`config.mk`:
```
export PLATFORM = sky130hd
export DESIGN_NAME = sfir_ram
export DESIGN_NICKNAME = d
export VERILOG_FILES = /design/src/rtl/core/sfir_ram.sv
export SDC_FILE = /design/constraint.sdc
export NUM_CORES = 2
export LEC_CHECK = 0
export BUFFER_PORTS_ARGS = -buffer_cell sky130_fd_sc_hd__buf_2
export CAP_MARGIN = 20
export CORE_MARGIN = 5
export CORE_UTILIZATION = 35
export CTS_BUF_LIST = sky130_fd_sc_hd__clkbuf_2
export DETAILED_ROUTE_END_ITERATION = 7
export GPL_TIMING_DRIVEN = 0
export PLACE_DENSITY_LB_ADDON = 0.3
export SLEW_MARGIN = 20
export SYNTH_ARGS = -nofsm -noshare
export SYNTH_HDL_FRONTEND = slang
export SYNTH_SLANG_ARGS = --single-unit
```
`constraint.sdc`:
```
create_clock -name clk -period 2.7 [get_ports clk]
set_clock_uncertainty 0.05 [all_clocks]
set_input_delay 0.27 -clock clk [delete_from_list [all_inputs] [get_ports clk]]
set_output_delay 0.27 -clock clk [all_outputs]
set_load 0.005 [all_outputs]
```
`src/rtl/core/sfir_ram.sv`:
```
`timescale 1ns / 1ps
// Generic simple dual-port RAM with registered read.
module sfir_ram #(
  parameter int WIDTH = 16,
  parameter int DEPTH = 128
) (
  input  logic                     clk,
  input  logic                     wr_en,
  input  logic [$clog2(DEPTH)-1:0] wr_addr,
  input  logic [WIDTH-1:0]         wr_data,
  input  logic [$clog2(DEPTH)-1:0] rd_addr,
  output logic [WIDTH-1:0]         rd_data
);

  logic [WIDTH-1:0] mem_r [DEPTH];
  logic [WIDTH-1:0] rd_data_r;

  always_ff @(posedge clk) begin
    if (wr_en) begin
      mem_r[wr_addr] <= wr_data;
    end
    rd_data_r <= mem_r[rd_addr];
  end

  assign rd_data = rd_data_r;

endmodule

```
==> run_results.csv <==
group,metric,value,unit
floorplanning,coreArea,0.2227,sq mm
grt,grt_overflow,0,
critical_path,reg2regPathDepth,4,
critical_path,cp_data_required_time,4360,ps
clock_network,path_clk_slew,100,ps
critical_path,crit_chain,"dlygate4sd3_1, buf_2, buf_2, buf_2, mux4_2, mux4_2, mux4_2, mux2_2",
cells_and_area,drive_gt1_frac,0.4388,
floorplanning,die_w,483.7,um
critical_path,crit_end,"rd_data[2]",
timing,finalCritPeriodShare,1.079,
grt,grt_pass1_vias,38800,
clock_network,ctsLongestPathBuffers,4,
worst_hold_path,worst_hold_path_type,"in -> reg",
critical_path,critPathSlowestCell,"buf_2",
placement,dp_slack,-1844,ps
routing,route.met2.wl,100800,um
routing,dr.pass1.iters,5,
synth,synth_area,0.07852,sq mm
critical_path,rrSetupSlack,-30,ps
clock_network,htree_levels,5,
clock_network,clock-sinks,2064,
critical_path,r2r-start,"mem_r[18][6]",
placement,dp_cells,6221,
synth,ys_top_cells_by_area,"edfxtp_1, mux4_2, nor2_1",
routing,drc,0,
power,power_density,644.8,mW/mm^2
floorplanning,io_pins,48,
synth,synthDistinctLibCells,17,
clock_network,postCtsSetupBuffers,0,
critical_path,rr_endpoint,"rd_data[6]",
floorplanning,fp-row-count,173,
clock_network,cts_buffers,496,
routing,highest_layer,"met5",
floorplanning,die-area,0.2339,sq mm
synth,ys_warn_count,0,
routing,num_vias,38060,
timing,maxSlewViolCount,0,
placement,hpwl,137700,um
timing,rsz0062_at_grt,"yes",
timing,final_hold_viol_count,0,
grt,track_usage,0.1789,
cells_and_area,area_growth,15.50,%
grt,grt_pass1_wl,297200,um
power,peakVddDrop,0.0004944,V
routing,routed-wl-met3,15080,um
clock_network,cts-root-buf,"clkbuf_2",
routing,postRouteAntennaNets,0,
cells_and_area,design_area,0.09069,sq mm
placement,postPlaceCellArea,0.08507,sq mm
power,cellLeakagePower,28.57,nW
placement,gp_congestion,0.8319,
routing,drt-vias-per-instance,5.280,
run_status,status,"finished with violations",
timing,slew_headroom,0.1778,
critical_path,cp_max_fo,14,
synth,syn_nets,3118,
routing,dr.first_iter.drc_count,4010,
routing,wl_per_cell,29.38,um
timing,worst_pin_slew,1233,ps
timing,timing.hold.ws,304.4,ps
critical_path,critPathArrivalTime,4570,ps
critical_path,crit_path_max_incr_delay,610,ps
run_status,violations,"setup timing",
flow_run,cap_violations,0,
synth,avgSynthCellArea,25.44,sq um
grt,grt_max_degree,89,
timing,setup_viol,113,
timing,max_clock_freq,0.3432,GHz
critical_path,worstSetupStartpointType,"input pin",
floorplanning,die_h,483.7,um
critical_path,crit_path_end_kind,"register",
clock_network,cts_tree,"built",
routing,m1WireLength,87540,um
critical_path,crit_path_start,"rd_addr[0]",
timing,setup_slack,-213.5,ps
synth,synth.top_cell.area_share,0.7832,
floorplanning,initial_utilization,0.3525,
clock_network,insertion_delay,1920,ps
timing,min_period,2914,ps
critical_path,crit_type,"in -> reg",
synth,synth_largest_area_cell,"edfxtp_1",
synth,synthCells,3086,
placement,port_buffers,37,
synth,ys_ff_latch,2064,
cells_and_area,final_cells,7209,
routing,routed_wl,211800,um
cells_and_area,nNetsFinal,3886,
synth,synth-seq-area-share,0.7873,
grt,antenna_found_initial,22,
==> metal layers <==
layer  up-vias  global-route usage
li1      15370                   -
met5         -                   0
met3       378             0.03449
met4         2             0.07512
met2      1721              0.2794
met1     20590              0.2477
==> cell usage after synthesis <==
cell type  number
nand2_1        14
nand2b_1        2
nand4_1         3
buf_2          52
buf_4           1
buf_1          28
clkbuf_1       82
nor2_1        122
buf_6           1
edfxtp_1     2048
nor3_1          9
mux2_2         16
mux4_2        672
dfxtp_1        16
or3_1           1
nand3_1        12
nor2b_1         7
==> power by group <==
group | leakage, nW | switching (W) | internal [W] | total, W
logic | 6.80 | 0.00238 | 0.00156 | 0.00395
clock network | 3.22 | 0.0121 | 0.00706 | 0.0192
registers | 18.5 | 0.0000388 | 0.0353 | 0.0354
total | 28.6 | 0.0145 | 0.0439 | 0.0585
==> critical path: cells and delay by family <==
kind	cells	cell delay (ps)
buffers and inverters	4	2150
multiplexers	4	2090
==> cells in the final DEF, fill, tap and decap left out <==
master,synthesis,layout
edfxtp_1,2048,2048
clkbuf_2,0,754
mux4_2,672,672
clkinv_1,0,139
dlygate4sd3_1,0,93
buf_6,1,86
nor2_2,0,77
buf_2,52,69
nor2_4,0,42
buf_16,0,37
buf_4,1,35
clkbuf_1,82,29
buf_8,0,17
diode_2,0,16
clkinv_2,0,15
nand2_1,14,14
nand3_1,12,12
mux2_2,16,10
buf_1,28,8
dfxtp_2,0,8
dfxtp_1,16,8
nor2b_1,7,7
buf_12,0,7
mux2_4,0,6
nor3_2,0,6
nor3_4,0,3
nor2_1,122,3
nand4_1,3,3
inv_2,0,3
nand2b_1,2,2
clkinv_4,0,2
or3_1,1,1
clkinvlp_4,0,1
bufinv_16,0,1
==> how the worst min path moves through the flow <==
stage	start	end	slack, ps	cells after the start
floorplan	wr_data[0]	mem_r[0][0]	320	0
detailed placement	rd_data[8]	rd_data[8]	600	1
global placement	rd_data[10]	rd_data[10]	600	1
global route	rd_addr[2]	rd_data[11]	110	6
finish	rd_addr[2]	rd_data[7]	300	6
CTS	rd_addr[2]	rd_data[7]	40	6
==> final cells by class <==
type / instances / area, sq um
Sequential cell: 2064 / 61830
Clock inverter: 161 / 663.1
Clock buffer: 701 / 3508
Fill cell: 19620 / 132000
Buffer: 164 / 833.3
Tap cell: 2975 / 3722
Timing Repair Buffer: 270 / 3492
Multi-Input combinational cell: 858 / 16610
Antenna cell: 16 / 40.04
==> what timing repair did <==
item / 4_1_cts / 5_1_grt
pin swaps: 0 / 1
gates resized for setup: 7 / 14
hold buffers: 110 / 0
endpoints found under the hold margin: 4112 / 0
setup endpoints to repair: 21 / 51
==> sequential cells by signal, summed over array words and instances (netlist names) <==
signal	count
mem_r	2048
rd_data	16
==> cell families (layout without fill, tap and decap cells) <==
logic type    count (synthesis)  after routing  share of synthesized area
simple gates                170            170                   0.008875
mux                         688            688                     0.1950
buf+inv                     164           1296                   0.008812
flops                      2064           2064                     0.7873
other cells                   0             16                          0
==> per-stage QoR <==
step | total power (W) | utilization | TNS [ps]
6_report | 0.05848 | 0.4072 | -8455
5_1_grt | 0.06103 | 0.4071 | -2479
4_1_cts | 0.05910 | 0.4068 | -3890
3_5_place_dp | 0.03986 | 0.3819 | -368750
3_3_place_gp | 0.03969 | 0.3706 | -2512990
2_1_floorplan | 0.03785 | - | -55.06
No activity file was read; power rests on OpenSTA's default activity.
