===== src/rtl/core/sfir_pkg.sv =====
`timescale 1ns / 1ps
// Shared constants, widths and control structs of the saturating FIR filter.
package sfir_pkg;

  localparam int MAX_COEFS   = 128;
  localparam int DELAY_DEPTH = 256;

  // tap-group clamps, limited by table and delay depth
  localparam int PQ_A       = (32 < MAX_COEFS / 4) ? 32 : MAX_COEFS / 4;
  localparam int PLAIN_QMAX = (PQ_A < DELAY_DEPTH / 4) ? PQ_A : DELAY_DEPTH / 4;
  localparam int SQ_A       = (31 < (MAX_COEFS - 1) / 4) ? 31 : (MAX_COEFS - 1) / 4;
  localparam int SYM_QMAX   = (SQ_A < (DELAY_DEPTH - 1) / 8) ? SQ_A : (DELAY_DEPTH - 1) / 8;

  // samples held in the ring: oldest sample any mode can reach, plus one
  localparam int RING_LEN = (4 * PLAIN_QMAX > 8 * SYM_QMAX + 1) ?
                            4 * PLAIN_QMAX : 8 * SYM_QMAX + 1;

  localparam int CNT_W   = $clog2(RING_LEN + 1);
  localparam int COEF_AW = $clog2(MAX_COEFS);
  localparam int ACC_W   = 33 + $clog2(RING_LEN);

  localparam int SAMPLE_W   = 16;
  localparam int COEF_W     = 16;
  localparam int CIDX_W     = 7;
  localparam int QC_W       = 6;
  localparam int IN_DATA_W  = 40;
  localparam int OUT_DATA_W = 16;
  localparam int CFG_IDX_W  = 1;
  localparam int CFG_DATA_W = 6;
  localparam int FRAC_BITS  = 14;
  localparam int ROUND_BIAS = 'h2000;

  localparam logic [CFG_IDX_W-1:0] REG_SYMMETRIC  = 1'b0;
  localparam logic [CFG_IDX_W-1:0] REG_QUAD_COUNT = 1'b1;

  localparam logic MODE_SAMPLE = 1'b0;
  localparam logic MODE_COEF   = 1'b1;

  localparam logic [SAMPLE_W-1:0] SAT_MAX = 16'h7fff;
  localparam logic [SAMPLE_W-1:0] SAT_MIN = 16'h8000;

  typedef struct packed {
    logic shift;
    logic load;
  } chain_ctl_t;

  typedef struct packed {
    logic clear;
    logic act;
    logic cvld;
  } mac_ctl_t;

endpackage


===== src/rtl/core/sfir_mac.sv =====
`timescale 1ns / 1ps
// Pipelined multiply-accumulate with rounding shift and 16-bit saturation.
module sfir_mac (
  input  logic                          clk,
  input  logic                          rst_n,
  input  sfir_pkg::mac_ctl_t            ctl,
  input  logic [sfir_pkg::SAMPLE_W-1:0] tap,
  input  logic [sfir_pkg::COEF_W-1:0]   coef,
  output logic [sfir_pkg::SAMPLE_W-1:0] filtered,
  output logic                          clipped
);

  localparam int AW = sfir_pkg::ACC_W;
  localparam int HI = sfir_pkg::FRAC_BITS + sfir_pkg::SAMPLE_W - 1;

  logic                                 act1_r;
  logic                                 cv1_r;
  logic signed [sfir_pkg::SAMPLE_W-1:0] tap1_r;
  logic signed [sfir_pkg::COEF_W-1:0]   coef_eff;
  logic signed [31:0]                   prod_nxt;
  logic signed [31:0]                   prod_r;
  logic                                 act2_r;
  logic signed [AW-1:0]                 acc_r;
  logic signed [AW-1:0]                 acc_nxt;
  logic [AW-1-HI:0]                     acc_hi;
  logic                                 fits;

  assign coef_eff = cv1_r ? $signed(coef) : '0;
  assign prod_nxt = coef_eff * tap1_r;

  always_comb begin
    acc_nxt = acc_r;
    if (ctl.clear) begin
      acc_nxt = AW'(sfir_pkg::ROUND_BIAS);
    end else if (act2_r) begin
      acc_nxt = acc_r + AW'(prod_r);
    end
  end

  always_ff @(posedge clk) begin
    if (!rst_n) begin
      act1_r <= 1'b0;
      cv1_r  <= 1'b0;
      act2_r <= 1'b0;
    end else begin
      act1_r <= ctl.act;
      cv1_r  <= ctl.cvld;
      act2_r <= act1_r;
    end
  end

  always_ff @(posedge clk) begin
    tap1_r <= $signed(tap);
    prod_r <= prod_nxt;
    acc_r  <= acc_nxt;
  end

  // result fits when the output sign bit and all bits above it agree
  assign acc_hi   = acc_r[AW-1:HI];
  assign fits     = (&acc_hi) | ~(|acc_hi);
  assign clipped  = ~fits;
  assign filtered = fits ? acc_r[HI:sfir_pkg::FRAC_BITS] :
                    (acc_r[AW-1] ? sfir_pkg::SAT_MIN : sfir_pkg::SAT_MAX);

endmodule

===== config.mk =====
export PLATFORM = sky130hd
export DESIGN_NAME = sfir_mac
export DESIGN_NICKNAME = d
export VERILOG_FILES = /design/src/rtl/core/sfir_pkg.sv /design/src/rtl/core/sfir_mac.sv
export SDC_FILE = /design/constraint.sdc
export NUM_CORES = 1
export LEC_CHECK = 0
export ABC_AREA = 1
export BUFFER_PORTS_ARGS = -buffer_cell sky130_fd_sc_hd__buf_2
export CAP_MARGIN = 5
export CORE_MARGIN = 1.5
export CORE_UTILIZATION = 40
export CTS_CLUSTER_SIZE = 30
export DETAILED_ROUTE_END_ITERATION = 12
export HOLD_SLACK_MARGIN = 0.02
export PLACE_DENSITY = 0.6
export SYNTH_ARGS = -nofsm -noshare
export SYNTH_HDL_FRONTEND = slang
export SYNTH_SLANG_ARGS = --single-unit

===== constraint.sdc =====
create_clock -name clk -period 6.25 [get_ports clk]
set_input_delay 0.3125 -clock clk [delete_from_list [all_inputs] [get_ports clk]]
set_output_delay 0.3125 -clock clk [all_outputs]
set_load 0.005 [all_outputs]

==> reports/metrics.csv <==
metric,value,unit
Pre-Repair DR Iteration Count,7,
crit path max fanout,15,
Worst Path Required,6.52,ns
fin util,0.4455,
routed vias,13463,
"Setup violations, final",0,
status,"complete, no violations",
DR DRC count,0,
Post-synth EDFFs,0,
Worst Setup End Kind,register,
static leakage,9.370,nW
ys flop type,dfxtp_1,
final-layout fill cell count,4023,
vias in the first global route,14541,
Worst-path clk slew,0.08,ns
Rows,72,
CTS sink cnt,92,
initial antenna violation count,0,
CTS Buf Count,9,
"Distinct cells, synth",42,
drt wl/cell,17.01,microns
Post-Synthesis Cells,2122,
gr ovfl total,0,
fin crit period,5.960,ns
Synth async-reset ratio,0,
cell taking the most area after synthesis,fa_1,
Clock Power Share,0.135,
HPWL after DPL,39250,microns
Worst slew margin,0.4611,
Finished Layout Cells,2717,
yosys warns,0,
sequential standard cell area,1844,sq um
"antenna viol nets, final",0,
Syn Std Cell Area,15760,sq um
"Slew Viols, Final",0,
number of antenna diodes,0,
power per cell area,278.0,nW/um^2
Initial Util,0.4068,
sequential power share,0.170,
Peak Freq,167.8,MHz
Max clock buf depth,2,
sequential area share after synthesis,0.1169,
Via-to-Cell Ratio,4.955,
NetSw,2.513,mW
Skew-Pair Late Insertion Delay,0.39,ns
Post-Syn Nets,2544,
Die ar.,40590,sq um
TritonCTS clock tree,done,
most frequent cell after synthesis,inv_1,
combinational share of power,0.695,
H-tree levels,3,
GPL Wtd Cong,0.9625,
skew final,0.01935,ns
Port Buffer Count,53,
top-area cell type share of the netlist area,0.3342,
Setup CP Type,register to register,
largest net degree at the start of global routing,43,
share of layout cells above drive strength 1,0.07913,
starting DRC count in detailed routing,818,
Die Y-Extent,201.5,microns
Worst Max-Slew Pin Slew,0.8083,ns
Max IR drop VDD,0.0002189,V
Metal-1 WL,19770,microns
met2 WL,21640,microns
CP max-delay cell,fa_1,
post-placement cell count,2688,
switch share,0.5239,
Area growth syn-to-layout,9.537,%
HP Class,primary input to register,
synthesized area per cell,7.425,sq um
Die Width,201.5,microns
"FF+latch count, synth",92,
first-pass GRT wire length,75560,microns
core area,38740,sq um
"top cells by count, synth","inv_1 (492), nand2_1 (448), nor2_1 (272), fa_1 (263), ha_1 (122)",
Startpoint Class,register,
Final TNS setup,0,ns
Fin. Hold Viols,0,
# IOs,54,
Synth area leaders,"fa_1 (33%), inv_1 (12%), dfxtp_1 (12%), nand2_1 (11%), ha_1 (9.7%)",
"slowest stage delay, CP",0.54,ns
Final period util,0.9536,
area of the multi-input gates,11890,sq um
clock root cell,clkbuf_16,
Int Power,2.284,mW
DR WL met3,2659,microns
unrepaired setup endpoints after global routing,yes,
NumNets Final,2616,
Tot GR Track Use,0.2421,
Min Hold Slack,0.03347,ns
Total Wirelength,46220,microns
Critical Path AT,6.23,ns
Top Layer Used,met4,
max_cap viols,0,
==> layout make-up <==
| class | count | area share |
|---|---|---|
| sequential | 92 | 0.1069 |
| inverter | 504 | 0.1106 |
| clock buffer | 11 | 0.01406 |
| timing repair buffer | 99 | 0.03697 |
| clock inverter | 5 | 0.004930 |
| tap | 518 | 0.03755 |
| multi-input combinational | 1488 | 0.6890 |
==> critical path, delay by kind of cell, from the launching register on <==
kind,cells,cell delay [ns]
flip-flops,1,0.33
buffers and inverters,8,0.70
adder cells (fa/ha/maj),7,3.32
AND/OR/NAND/NOR,9,1.24
XOR/XNOR,1,0.25
==> worst paths after layout <==
check | slack (ns) | endpoint | start | cells past startpoint
max | 0.29 | prod_r[23]$_DFF_P_ | cv1_r$_SDFF_PN0_ | 25
min | 0.03 | tap1_r[8]$_DFF_P_ | tap[8] | 1
min reg2reg | 0.42 | act2_r$_SDFF_PN0_ | act1_r$_SDFF_PN0_ | 2
max reg2reg | 0.29 | prod_r[23]$_DFF_P_ | cv1_r$_SDFF_PN0_ | 25
==> metal layers <==
metal  vias up  GRT usage
met5         -          0
met4         0     0.1154
met3       110    0.04438
met2       348     0.4085
met1      6505     0.2989
li1       6500          -
==> registers in the layout, indices dropped and copies added (netlist names) <==
signal	cells
acc_r	41
act1_r	1
act2_r	1
cv1_r	1
prod_r	32
tap1_r	16
==> per-stage QoR <==
step | setup slack, ns | power [mW] | area [sq um]
4_1_cts | 0.04443 | 4.823 | 17200
5_1_grt | -0.07130 | 5.325 | 17260
2_1_floorplan | 0.5676 | 3.223 | 15760
6_report | 0.2897 | 4.797 | 17260
3_5_place_dp | -0.08672 | 4.141 | 16760
3_3_place_gp | -0.05583 | 4.102 | 16760
==> kinds of logic (layout without fill, tap and decap cells) <==
| kind of cell | after synthesis | after routing | share of synthesized area |
|---|---|---|---|
| and+or+nand+nor | 837 | 837 | 0.2132 |
| buffers and inverters | 542 | 619 | 0.1302 |
| adders and majority gates | 385 | 385 | 0.4310 |
| AOI/OAI and AO/OA | 219 | 219 | 0.08251 |
| DFF | 92 | 92 | 0.1169 |
| xor gates and xnor gates | 47 | 47 | 0.02613 |
==> placed cells by master (no fill, tap or decap), drive strengths merged <==
master         n
o221ai         2
dlygate4sd3   11
and2           1
a21boi         7
xnor2         20
xor2          27
nand4         20
fa           263
nand2        459
nor4           5
clkinv         6
clkinvlp       4
dfxtp         92
o21bai        13
ha           122
or2            4
clkbuf        11
o211ai         2
o21ai         79
inv          497
a31oi          3
o41ai          1
bufinv         2
a211oi         1
a21oi        104
nor2         280
a21o           7
nand3         60
nor3           8
buf           88
==> repair_timing <==
action                                  in CTS  in global routing
buffers inserted                             0                  2
gates resized for setup                      6                 15
endpoints found under the setup margin       2                 10
hold endpoints to repair                    11                  0
hold buffers                                11                  0
==> power by group through the flow <==
stage                     Sequential [mW]  Combinational, mW  Clock (mW)
after global routing                0.824               3.81       0.687
after CTS                           0.814               3.34       0.669
after global placement              0.828               3.27           0
final                               0.815               3.33       0.648
after detailed placement            0.826               3.31           0
after floorplan                     0.775               2.45           0
No activity file was read; power rests on OpenSTA's default activity.
